`src/hw/rtl/tclb_pkg.sv`:
```
// ----------------------------------------------------------------------------
// tclb_pkg
// Shared types, constants and byte-order helpers for the cell blend pipeline.
// ----------------------------------------------------------------------------
package tclb_pkg;

    localparam int CELL_W   = 32;
    localparam int FACTOR_W = 16;
    localparam int GAS_W    = 33;   // decoded cell, covers u32 and s32
    localparam int DIFF_W   = 34;
    localparam int PROD_W   = 51;
    localparam int MAG_W    = 49;
    localparam int QUO_W    = 33;
    localparam int REM_W    = 20;
    localparam int SUM_W    = 35;
    localparam int NSTG     = 8;

    // divisor of the blend step; the divide stages rely on it being 2^16 - 1
    localparam logic [REM_W-1:0] FS_X1 = REM_W'(65535);
    localparam logic [REM_W-1:0] FS_X2 = REM_W'(2 * 65535);
    localparam logic [REM_W-1:0] FS_X3 = REM_W'(3 * 65535);

    // cell type codes
    localparam logic [2:0] CT_U8  = 3'd0;
    localparam logic [2:0] CT_S8  = 3'd1;
    localparam logic [2:0] CT_U16 = 3'd2;
    localparam logic [2:0] CT_S16 = 3'd3;
    localparam logic [2:0] CT_U32 = 3'd4;
    localparam logic [2:0] CT_S32 = 3'd5;

    typedef enum logic [1:0] {
        REG_CELL_TYPE  = 2'd0,
        REG_BYTE_ORDER = 2'd1,
        REG_MIX_WEIGHT = 2'd2
    } cfg_reg_t;

    typedef enum logic [1:0] {
        SZ_1,
        SZ_2,
        SZ_4,
        SZ_NONE
    } size_t;

    typedef struct packed {
        logic [2:0]          cell_type;
        logic                msb_first;
        logic [FACTOR_W-1:0] mix_weight;
    } cfg_t;

    typedef struct packed {
        logic signed [GAS_W-1:0] gas;
        logic                    bad;
        logic                    last;
    } side_t;

    function automatic size_t type_size(input logic [2:0] t);
        size_t s;
        case (t)
            CT_U8, CT_S8:   s = SZ_1;
            CT_U16, CT_S16: s = SZ_2;
            CT_U32, CT_S32: s = SZ_4;
            default:        s = SZ_NONE;
        endcase
        return s;
    endfunction

    // Byte reversal within the cell and zeroing of unused upper bytes.
    // Its own inverse, so it serves decode and encode alike.
    function automatic logic [CELL_W-1:0] order_bytes(input logic [CELL_W-1:0] raw,
                                                      input size_t sz,
                                                      input logic be);
        logic [CELL_W-1:0] v;
        case (sz)
            SZ_1: v = {24'b0, raw[7:0]};
            SZ_2: v = be ? {16'b0, raw[7:0], raw[15:8]} : {16'b0, raw[15:0]};
            default: v = be ? {raw[7:0], raw[15:8], raw[23:16], raw[31:24]} : raw;
        endcase
        return v;
    endfunction

    function automatic logic signed [GAS_W-1:0] decode_cell(input logic [CELL_W-1:0] raw,
                                                            input logic [2:0] t,
                                                            input logic be);
        logic [CELL_W-1:0]       v;
        logic signed [GAS_W-1:0] d;
        size_t                   sz;
        sz = type_size(t);
        v  = order_bytes(raw, sz, be);
        case (sz)
            SZ_1:    d = t[0] ? {{25{v[7]}}, v[7:0]} : {25'b0, v[7:0]};
            SZ_2:    d = t[0] ? {{17{v[15]}}, v[15:0]} : {17'b0, v[15:0]};
            default: d = t[0] ? {v[31], v} : {1'b0, v};
        endcase
        return d;
    endfunction

endpackage

```
`src/hw/rtl/tclb_cfg.sv`:
```
// ----------------------------------------------------------------------------
// tclb_cfg
// Configuration registers: cell type, byte order and blend factor.
// ----------------------------------------------------------------------------
module tclb_cfg
    import tclb_pkg::*;
(
    input  logic                clk,
    input  logic                rst_n,
    input  logic                cfg_valid,
    output logic                cfg_ready,
    input  logic [1:0]          cfg_index,
    input  logic [FACTOR_W-1:0] cfg_data,
    output cfg_t                cfg
);

    cfg_t cfg_reg;
    cfg_t cfg_next;

    assign cfg_ready = 1'b1;
    assign cfg       = cfg_reg;

    always_comb
    begin
        cfg_next = cfg_reg;
        if (cfg_valid)
        begin
            case (cfg_index)
                REG_CELL_TYPE:  cfg_next.cell_type  = cfg_data[2:0];
                REG_BYTE_ORDER: cfg_next.msb_first  = cfg_data[0];
                REG_MIX_WEIGHT: cfg_next.mix_weight = cfg_data;
                default:        cfg_next = cfg_reg;   // index past the list
            endcase
        end
    end

    always_ff @(posedge clk or negedge rst_n)
    begin
        if (!rst_n)
        begin
            cfg_reg <= '0;
        end
        else
        begin
            cfg_reg <= cfg_next;
        end
    end

endmodule

```
`src/hw/rtl/tclb_decode.sv`:
```
// ----------------------------------------------------------------------------
// tclb_decode
// Stages 0 and 1: decode both cells, then form the signed difference.
// ----------------------------------------------------------------------------
module tclb_decode
    import tclb_pkg::*;
(
    input  logic                     clk,
    input  logic [1:0]               ld,
    input  cfg_t                     cfg,
    input  logic [CELL_W-1:0]        gasoline_cell,
    input  logic [CELL_W-1:0]        ethanol_cell,
    input  logic                     last_in,
    output logic signed [DIFF_W-1:0] diff,
    output side_t                    side
);

    side_t                    s0_reg, s0_next;
    logic signed [GAS_W-1:0]  eth_reg, eth_next;
    side_t                    s1_reg;
    logic signed [DIFF_W-1:0] diff_reg, diff_next;

    always_comb
    begin
        s0_next.gas  = decode_cell(gasoline_cell, cfg.cell_type, cfg.msb_first);
        s0_next.bad  = (type_size(cfg.cell_type) == SZ_NONE);
        s0_next.last = last_in;
        eth_next     = decode_cell(ethanol_cell, cfg.cell_type, cfg.msb_first);
        diff_next    = DIFF_W'(eth_reg) - DIFF_W'(s0_reg.gas);
    end

    always_ff @(posedge clk)
    begin
        if (ld[0])
        begin
            s0_reg  <= s0_next;
            eth_reg <= eth_next;
        end
        if (ld[1])
        begin
            s1_reg   <= s0_reg;
            diff_reg <= diff_next;
        end
    end

    assign diff = diff_reg;
    assign side = s1_reg;

endmodule

```
`src/hw/rtl/tclb_scale.sv`:
```
// ----------------------------------------------------------------------------
// tclb_scale
// Stages 2 to 6: multiply by the blend factor, divide by full scale with
// truncation toward zero, add back the gasoline value.
// ----------------------------------------------------------------------------
module tclb_scale
    import tclb_pkg::*;
(
    input  logic                     clk,
    input  logic [4:0]               ld,
    input  cfg_t                     cfg,
    input  logic signed [DIFF_W-1:0] diff,
    input  side_t                    side_in,
    output logic signed [SUM_W-1:0]  sum,
    output side_t                    side_out
);

    side_t                    s2_reg, s3_reg, s4_reg, s5_reg, s6_reg;
    logic signed [PROD_W-1:0] prod_reg, prod_next;
    logic                     neg3_reg, neg4_reg, neg5_reg;
    logic [MAG_W-1:0]         mag_reg, mag_next;
    logic [QUO_W-1:0]         q0_reg, q0_next;
    logic [REM_W-1:0]         mlo_reg;
    logic [QUO_W-1:0]         q05_reg;
    logic [REM_W-1:0]         rem_reg, rem_next;
    logic signed [SUM_W-1:0]  sum_reg, sum_next;
    logic [1:0]               fix;
    logic [QUO_W-1:0]         quo;
    logic signed [SUM_W-1:0]  step;

    always_comb
    begin
        // 34 x 17 bit signed product, operands sign-extended to its width
        prod_next = PROD_W'(diff) * PROD_W'($signed({1'b0, cfg.mix_weight}));
        mag_next  = prod_reg[PROD_W-1] ? MAG_W'(-prod_reg) : prod_reg[MAG_W-1:0];
        // x / (2^16 - 1) ~ x/2^16 + x/2^32 + x/2^48, low by at most three
        q0_next   = QUO_W'(mag_reg >> 16) + QUO_W'(mag_reg >> 32) + QUO_W'(mag_reg >> 48);
        // remainder of that estimate, below 4 * full scale so 20 bits suffice
        rem_next  = mlo_reg - {q0_reg[3:0], 16'b0} + q0_reg[REM_W-1:0];
        fix       = 2'(rem_reg >= FS_X1) + 2'(rem_reg >= FS_X2) + 2'(rem_reg >= FS_X3);
        quo       = q05_reg + QUO_W'(fix);
        step      = SUM_W'($signed({1'b0, quo}));
        if (neg5_reg)
        begin
            step = -step;
        end
        sum_next  = SUM_W'(s5_reg.gas) + step;
    end

    always_ff @(posedge clk)
    begin
        if (ld[0])
        begin
            s2_reg   <= side_in;
            prod_reg <= prod_next;
        end
        if (ld[1])
        begin
            s3_reg   <= s2_reg;
            neg3_reg <= prod_reg[PROD_W-1];
            mag_reg  <= mag_next;
        end
        if (ld[2])
        begin
            s4_reg   <= s3_reg;
            neg4_reg <= neg3_reg;
            q0_reg   <= q0_next;
            mlo_reg  <= mag_reg[REM_W-1:0];
        end
        if (ld[3])
        begin
            s5_reg   <= s4_reg;
            neg5_reg <= neg4_reg;
            q05_reg  <= q0_reg;
            rem_reg  <= rem_next;
        end
        if (ld[4])
        begin
            s6_reg  <= s5_reg;
            sum_reg <= sum_next;
        end
    end

    assign sum      = sum_reg;
    assign side_out = s6_reg;

endmodule

```
`src/hw/rtl/tclb_encode.sv`:
```
// ----------------------------------------------------------------------------
// tclb_encode
// Stage 7: saturate to the cell type's range and put the bytes back in order.
// ----------------------------------------------------------------------------
module tclb_encode
    import tclb_pkg::*;
(
    input  logic                    clk,
    input  logic                    ld,
    input  cfg_t                    cfg,
    input  logic signed [SUM_W-1:0] sum,
    input  side_t                   side,
    output logic [CELL_W-1:0]       out_cell,
    output logic                    bad_type,
    output logic                    last_out
);

    size_t                   sz;
    logic signed [SUM_W-1:0] lo;
    logic signed [SUM_W-1:0] hi;
    logic signed [SUM_W-1:0] sat;
    logic [CELL_W-1:0]       cell_reg, cell_next;
    logic                    bad_reg;
    logic                    last_reg;

    always_comb
    begin
        sz = type_size(cfg.cell_type);
        case (sz)
            SZ_1:
            begin
                lo = cfg.cell_type[0] ? -35'sd128 : 35'sd0;
                hi = cfg.cell_type[0] ? 35'sd127 : 35'sd255;
            end
            SZ_2:
            begin
                lo = cfg.cell_type[0] ? -35'sd32768 : 35'sd0;
                hi = cfg.cell_type[0] ? 35'sd32767 : 35'sd65535;
            end
            default:
            begin
                lo = cfg.cell_type[0] ? -35'sd2147483648 : 35'sd0;
                hi = cfg.cell_type[0] ? 35'sd2147483647 : 35'sd4294967295;
            end
        endcase
        if (sum < lo)
        begin
            sat = lo;
        end
        else if (sum > hi)
        begin
            sat = hi;
        end
        else
        begin
            sat = sum;
        end
        cell_next = side.bad ? '0 : order_bytes(sat[CELL_W-1:0], sz, cfg.msb_first);
    end

    always_ff @(posedge clk)
    begin
        if (ld)
        begin
            cell_reg <= cell_next;
            bad_reg  <= side.bad;
            last_reg <= side.last;
        end
    end

    assign out_cell = cell_reg;
    assign bad_type = bad_reg;
    assign last_out = last_reg;

endmodule

```
`src/hw/rtl/typed_cell_linear_blend.sv`:
```
// ----------------------------------------------------------------------------
// typed_cell_linear_blend
// Blends a gasoline and an ethanol table cell of configurable type and
// byte order: gas + (eth - gas) * factor / 65535, saturated and re-encoded.
// ----------------------------------------------------------------------------
// Usage:
//   Input channel in_valid/in_ready carries gasoline_cell, ethanol_cell and
//   last_in; output channel out_valid/out_ready carries out_cell, bad_type
//   and last_out, one result per input transfer, in order.
//   The config channel cfg_valid/cfg_ready writes the cell type (index 0),
//   byte order (1) and mix weight (2); cfg_ready is always high. Write it
//   only while no item is in flight.
//   Eight register stages: decode (0 and 1), scale (2 to 6) and encode (7);
//   out_valid is the valid bit of stage 7, the last of them.
//   One item per cycle is sustained while out_ready stays high.
//   Each stage holds its item only when the stage after it is full and
//   held, so empty stages keep filling while the receiver stalls; in_ready
//   drops once all eight stages hold an item and out_ready is low.
//   Reset clears the valid bits and sets every config register to zero.
// ----------------------------------------------------------------------------
module typed_cell_linear_blend
    import tclb_pkg::*;
(
    input  logic                clk,
    input  logic                rst_n,
    input  logic                cfg_valid,
    output logic                cfg_ready,
    input  logic [1:0]          cfg_index,
    input  logic [FACTOR_W-1:0] cfg_data,
    input  logic                in_valid,
    output logic                in_ready,
    input  logic [CELL_W-1:0]   gasoline_cell,
    input  logic [CELL_W-1:0]   ethanol_cell,
    input  logic                last_in,
    output logic                out_valid,
    input  logic                out_ready,
    output logic [CELL_W-1:0]   out_cell,
    output logic                bad_type,
    output logic                last_out
);

    cfg_t                     cfg;
    logic [NSTG-1:0]          vld_reg, vld_next;
    logic [NSTG-1:0]          ld;
    logic signed [DIFF_W-1:0] diff;
    side_t                    side1;
    logic signed [SUM_W-1:0]  sum;
    side_t                    side6;

    // a stage loads when it is empty or its content moves on
    always_comb
    begin
        ld[NSTG-1] = !vld_reg[NSTG-1] || out_ready;
        for (int i = NSTG - 2; i >= 0; i--)
        begin
            ld[i] = !vld_reg[i] || ld[i+1];
        end
        vld_next[0] = ld[0] ? in_valid : vld_reg[0];
        for (int i = 1; i < NSTG; i++)
        begin
            vld_next[i] = ld[i] ? vld_reg[i-1] : vld_reg[i];
        end
    end

    always_ff @(posedge clk or negedge rst_n)
    begin
        if (!rst_n)
        begin
            vld_reg <= '0;
        end
        else
        begin
            vld_reg <= vld_next;
        end
    end

    assign in_ready  = ld[0];
    assign out_valid = vld_reg[NSTG-1];

    tclb_cfg u_cfg (
        .clk       (clk),
        .rst_n     (rst_n),
        .cfg_valid (cfg_valid),
        .cfg_ready (cfg_ready),
        .cfg_index (cfg_index),
        .cfg_data  (cfg_data),
        .cfg       (cfg)
    );

    tclb_decode u_decode (
        .clk           (clk),
        .ld            (ld[1:0]),
        .cfg           (cfg),
        .gasoline_cell (gasoline_cell),
        .ethanol_cell  (ethanol_cell),
        .last_in       (last_in),
        .diff          (diff),
        .side          (side1)
    );

    tclb_scale u_scale (
        .clk      (clk),
        .ld       (ld[6:2]),
        .cfg      (cfg),
        .diff     (diff),
        .side_in  (side1),
        .sum      (sum),
        .side_out (side6)
    );

    tclb_encode u_encode (
        .clk      (clk),
        .ld       (ld[7]),
        .cfg      (cfg),
        .sum      (sum),
        .side     (side6),
        .out_cell (out_cell),
        .bad_type (bad_type),
        .last_out (last_out)
    );

endmodule
```
`config.mk`:
```
export PLATFORM = sky130hd
export DESIGN_NAME = typed_cell_linear_blend
export DESIGN_NICKNAME = d
export VERILOG_FILES = /design/src/hw/rtl/tclb_pkg.sv /design/src/hw/rtl/tclb_cfg.sv /design/src/hw/rtl/tclb_decode.sv /design/src/hw/rtl/tclb_scale.sv /design/src/hw/rtl/tclb_encode.sv /design/src/hw/rtl/typed_cell_linear_blend.sv
export SDC_FILE = /design/constraint.sdc
export NUM_CORES = 2
export LEC_CHECK = 0
export ABC_AREA = 1
export BUFFER_PORTS_ARGS = -buffer_cell sky130_fd_sc_hd__buf_2
export CORE_UTILIZATION = 60
export DETAILED_ROUTE_END_ITERATION = 16
export GPL_TIMING_DRIVEN = 0
export PLACE_DENSITY_LB_ADDON = 0.05
export SLEW_MARGIN = 25
export SYNTH_ARGS = -nofsm -noshare
export SYNTH_HDL_FRONTEND = slang
export SYNTH_SLANG_ARGS = --single-unit
export TNS_END_PERCENT = 10
```
`constraint.sdc`:
```
create_clock -name clk -period 32.4 [get_ports clk]
set_clock_uncertainty 0.15 [all_clocks]
set_input_delay 4.86 -clock clk [delete_from_list [all_inputs] [get_ports clk]]
set_output_delay 4.86 -clock clk [all_outputs]
set_load 0.005 [all_outputs]
```
== Yosys cells after proc, flatten, opt, wreduce, memory -nomap -nowiden ==
Cells that the tools add are included.
Widths: inputs -> output; s select.

* Bits in registers: 585
* Bits in latches: 0
* RAM bits: 0
* ROM bits: 0
* Output and inout bits: 37
* Memories: 0

* Add/subtract/negate cells: 11
* Multipliers: 1
* Div/mod/pow operators: 0
* Order comparisons: 5
* Eq/ne operators: 9
* Shifts and indexed selects: 0
* Muxes and demuxes: 30
* Bitwise logic cells: 0
* Reduce and logical (&&, ||, !) cells: 25

{| class="wikitable"
|+ Operators by type and width
! kind !! count
|-
| $pmux 32 s2 || 4
|-
| $mux 33 || 6
|-
| $mux 32 || 6
|-
| $mux 35 || 4
|-
| $pmux 33 s2 || 2
|-
| $pmux 35 s2 || 1
|-
| $mux 16 || 4
|-
| $mul 34x17->51 || 1
|-
| $mux 49 || 1
|-
| $neg 49->49 || 1
|-
| $add 33x35->35 || 1
|-
| $gt 35x33->1 || 1
|-
| $lt 35x35->1 || 1
|-
| $neg 33->35 || 1
|-
| $sub 33x33->34 || 1
|-
| $add 33x1->33 || 1
|-
| $add 33x17->33 || 1
|-
| $add 33x2->33 || 1
|-
| $add 20x20->20 || 1
|-
| $ge 20x16->1 const B || 1
|-
| $ge 20x17->1 const B || 1
|-
| $ge 20x18->1 const B || 1
|-
| $sub 20x20->20 || 1
|-
| $logic_not 1->1 || 8
|-
| other kinds (14) || 30
|}

== Longest topological paths before layout ==
* Word-level depth: 10
* Depth in mapped cells: 38

== Modules after synthesis ==
A second synthesis with hierarchy kept.

* Cells, all modules: 5,948
* Area total of the unflattened synthesis: 53,120.9 µm²

{| class="wikitable"
|+ Modules (own cells, without submodules)
! module !! times used !! cells each !! area each (µm²) !! sequential area each (µm²)
|-
| tclb_scale || 1 || 4,365 || 40,093.5 || 12,552.0
|-
| tclb_decode || 1 || 963 || 8,182.8 || 4,113.9
|-
| tclb_encode || 1 || 492 || 3,629.7 || 1,021.0
|-
| tclb_cfg || 1 || 94 || 868.3 || 500.5
|-
| typed_cell_linear_blend || 1 || 34 || 346.6 || 200.2
|}

== Least setup slack after synthesis ==
OpenSTA, ideal clock, no wires.

* Path kind: input -> output
* From: in out_ready
* To: out in_ready
* Data arrival time: 15.679 ns
* Required time: 27.390 ns
* Path slack: 11.711 ns
* Stages on the path: 14
* Buffers on the path: 0
* Cells stage by stage: nor2_1 > inv_1 > nor2_1 > inv_1 > nor2_1 > inv_1 > nor2_1 > inv_1 > nor2_1 > inv_1 > nor2_1 > inv_1 > nor2_1 > nand2_1

* Longest elaborated chain between the ends: 8

{| class="wikitable"
|+ Ends and longest elaborated chain
! what !! line !! text
|-
| start: declaration || typed_cell_linear_blend.sv:36 || <nowiki>input logic out_ready,</nowiki>
|-
| $logic_or 1x1->1 || typed_cell_linear_blend.sv:53 || <nowiki>ld[NSTG-1] = !vld_reg[NSTG-1] || out_ready;</nowiki>
|-
| net ld[7] || typed_cell_linear_blend.sv:44 || <nowiki>logic [NSTG-1:0] ld;</nowiki>
|-
| $logic_or 1x1->1 || typed_cell_linear_blend.sv:56 || <nowiki>ld[i] = !vld_reg[i] || ld[i+1];</nowiki>
|-
| net ld[6] || typed_cell_linear_blend.sv:44 ||
|-
| $logic_or 1x1->1 || typed_cell_linear_blend.sv:56 ||
|-
| net ld[5] || typed_cell_linear_blend.sv:44 ||
|-
| $logic_or 1x1->1 || typed_cell_linear_blend.sv:56 ||
|-
| net ld[4] || typed_cell_linear_blend.sv:44 ||
|-
| $logic_or 1x1->1 || typed_cell_linear_blend.sv:56 ||
|-
| net ld[3] || typed_cell_linear_blend.sv:44 ||
|-
| $logic_or 1x1->1 || typed_cell_linear_blend.sv:56 ||
|-
| net ld[2] || typed_cell_linear_blend.sv:44 ||
|-
| $logic_or 1x1->1 (2 in a row) || typed_cell_linear_blend.sv:56 ||
|-
| end: declaration || typed_cell_linear_blend.sv:31 || <nowiki>output logic in_ready,</nowiki>
|}

The timed path passes the listed nets, and every way through them passes these cells.

== Final worst setup path ==
Same ends and word-level chain as after synthesis.

==> results by group <==
Global route
  – First-pass GRT wire length: 216000 um
  – Gr usage total: 33.1%
  – Initial antenna violation count: 4
  – Largest net degree at the start of global routing: 62
  – Global route total overflow: 0
  – Vias in the first global route: 37995

Finish
  – Area grow syn2layout: 8.34%
  – Final core occ: 65.9%
  – Nets@finish: 6825
  – Max reg flops: 50
  – Layout cell share with drive strength beyond 1: 5.66%

Clock network
  – Hold-fix buffers, CTS: 0
  – H-tree Lvls: 2
  – Clk buf depth: 3
  – Clk sinks: 584
  – Post-cts repair resize count: 0
  – Root Driver: clkbuf_16
  – Worst-Skew Late Latency: 670 ps
  – CTS tree: done
  – Post-CTS Setup Bufs: 0
  – Num CTS Buffers: 61
  – Clk slew on worst S/H paths: 60 ps

Placement
  – IO Port Bufs: 123
  – Post-detail-place hpwl: 116000 um
  – Placer Congestion: 0.998

Die
  – Die span in x: 294 um
  – I/O pin cnt: 125
  – Die height: 294 um
  – Effective utilization at floorplan: 60.8%
  – Core area: 84000 um^2
  – Die area: 86300 um^2
  – Site Rows: 106

Outcome
  – Status: completed

STA
  – Worst-Margin Slew: 1090 ps
  – Max-slew violation count: 0
  – Fin crit period: 13790 ps
  – RSZ-0062 raised after global routing: no
  – Final cycle utilization of the critical path: 42.6%
  – Slew margin rel.: 27.0%
  – Setup TNS: 0 ps
  – Final setup viols: 0
  – Final hold vios: 0
  – FMAX: 72.5 MHz

Worst setup path
  – Beginning of the critical path: out_ready
  – Critical Path Sink Type: primary output
  – Crit path required time: 27390 ps
  – Arrival time at the worst endpoint: 8780 ps
  – Crit Reg-Reg Startpoint: u_cfg.cfg[7]
  – Crit Path Category: in2out
  – Setup crit start kind: input port
  – CP Max Fanout: 39

Yosys
  – Netlist cell types: 60
  – Syn avg cell area: 8.92 um^2
  – Number of synthesized flops with an enable pin: 556
  – Async SR Flop Fraction: 4.79%
  – Synth Cell Area: 51100 um^2
  – Gate Count Post-Synth: 5724
  – Synth Flop Type: edfxtp_1
  – Synth Warn #: 0
  – Synthesis-stage register bit count: 584
  – Sequential-to-total area share from yosys stat: 34.1%
  – Synthesized Nets: 6633

Route
  – Via count: 38808
  – Initial DRC Count: 3476
  – Routed WL: 140000 um
  – Drt drc: 0
  – Pre-Repair DR Iteration Count: 8
  – Drt wl/cell: 19.7 um
  – Vias per cell: 5.46
  – Final ANT Viol Nets: 0

Flow run
  – Max-Cap Viols: 0

Hold path
  – Startpoint of the worst hold path: u_scale.s4_reg[4]
  – Hold Crit Class: reg2reg
## cells in the mapped netlist (7+ instances only)
| cell type | count | share of area (%) |
|---|---|---|
| o21ai_1 | 10 | 0.098 |
| a211oi_1 | 14 | 0.21 |
| xnor2_1 | 86 | 1.5 |
| edfxtp_1 | 556 | 33 |
| nor3_1 | 56 | 0.55 |
| nor2_1 | 350 | 2.6 |
| ha_1 | 295 | 7.2 |
| xor2_1 | 160 | 2.7 |
| mux2_2 | 13 | 0.29 |
| nand2_2 | 15 | 0.18 |
| o21bai_1 | 7 | 0.10 |
| o21a_1 | 19 | 0.28 |
| nor2_2 | 23 | 0.28 |
| a31oi_1 | 20 | 0.25 |
| nand3b_1 | 11 | 0.16 |
| fa_1 | 526 | 21 |
| dfrtp_1 | 28 | 1.4 |
| nand2_1 | 1325 | 9.7 |
| clkbuf_1 | 167 | 1.2 |
| a21oi_1 | 274 | 2.7 |
| nor4_1 | 16 | 0.20 |
| buf_2 | 9 | 0.088 |
| a21o_1 | 22 | 0.32 |
| o211ai_1 | 16 | 0.24 |
| inv_1 | 1223 | 9.0 |
| nand4_1 | 45 | 0.55 |
| inv_2 | 7 | 0.051 |
| nand3_1 | 125 | 1.2 |
| o21ai_0 | 226 | 2.2 |
## metal layers
layer  vias to the layer above  track usage (%)  wire, um
li1                      18268                -         -
met1                     18616             47.9     59700
met2                      1677             50.7     61700
met3                       247             6.28     13500
met4                         0             10.4      4840
met5                         -                0         0
## placed cells by master, fill, tap and decap left out, types with 13 or more instances in the layout
| cell type | count |
|---|---|
| a211oi_1 | 14 |
| a31oi_1 | 20 |
| o21a_1 | 19 |
| nor4_1 | 16 |
| o21ai_0 | 226 |
| nand3_1 | 125 |
| xnor2_1 | 86 |
| dfrtp_1 | 28 |
| nor2_1 | 350 |
| inv_1 | 1216 |
| clkbuf_1 | 171 |
| nand2_2 | 15 |
| clkbuf_16 | 61 |
| fa_1 | 526 |
| buf_2 | 132 |
| nor2_2 | 23 |
| mux2_2 | 13 |
| a21oi_1 | 274 |
| ha_1 | 295 |
| clkinv_1 | 17 |
| nand2_1 | 1324 |
| xor2_1 | 160 |
| o211ai_1 | 16 |
| a21o_1 | 22 |
| nand4_1 | 45 |
| edfxtp_1 | 556 |
| nor3_1 | 56 |
## cell families (layout without fill, tap and decap cells)
kind of cell | count (synthesis) | after routing | synth area share, %
other | 1 | 6 | 0.00734
AOI/OAI and AO/OA | 647 | 647 | 7.06
buffers and inverters | 1420 | 1663 | 10.5
adders and majority gates | 821 | 821 | 27.8
DFF | 584 | 584 | 34.1
muxes | 13 | 13 | 0.287
xor gates and xnor gates | 250 | 250 | 4.37
and+or+nand+nor | 1988 | 1988 | 15.9
## worst max-delay path, stage by stage
cell and delay (ps):
buf_2 70, nor2_1 40, inv_2 530, nor2_1 110
inv_2 630, nor2_1 160, inv_4 370, nor2_1 160
inv_4 350, nor2_1 130, inv_4 300, nor2_1 120
inv_4 280, nor2_1 180, nand2_4 280, buf_2 180
## final cells by class
| type | instances | area (um^2) |
|---|---|---|
| flip-flops and latches | 584 | 17400 |
| well taps | 1134 | 1420 |
| plain buffers | 186 | 724 |
| multi-input cells | 3720 | 28300 |
| inverters | 1234 | 4640 |
| clock buffers | 67 | 1570 |
| diodes | 5 | 12.5 |
| fillers | 7063 | 28600 |
| repair buffers | 129 | 781 |
| clock inverters | 47 | 455 |
## worst paths after layout
path | depth (start not counted) | slack [ps] | endpoint
setup / recovery | 16 | 18610 | in_ready
hold / removal | 0 | 210 | u_scale.s5_reg[4]
setup reg to reg | 21 | 24450 | u_scale.prod_reg[42]
hold reg to reg | 0 | 210 | u_scale.s5_reg[4]
max in group asynchronous | 1 | 27360 | u_cfg.cfg[6]
min in group asynchronous | 1 | 4130 | vld_reg[7]
## per-stage QoR
stage,hold WS [ps],instance area [um^2],cells,worst slack [ps]
after floorplan,250,51100,5724,11710
after global placement,251,53100,6981,7900
after detailed placement,255,53300,6987,18520
after CTS,210,55300,7101,18490
after global routing,226,55300,7101,18130
final,214,55300,7106,18610
Power is left out: the tool's default activity adds up to more than one toggle a clock period on the data nets, which glitch-free logic cannot reach.
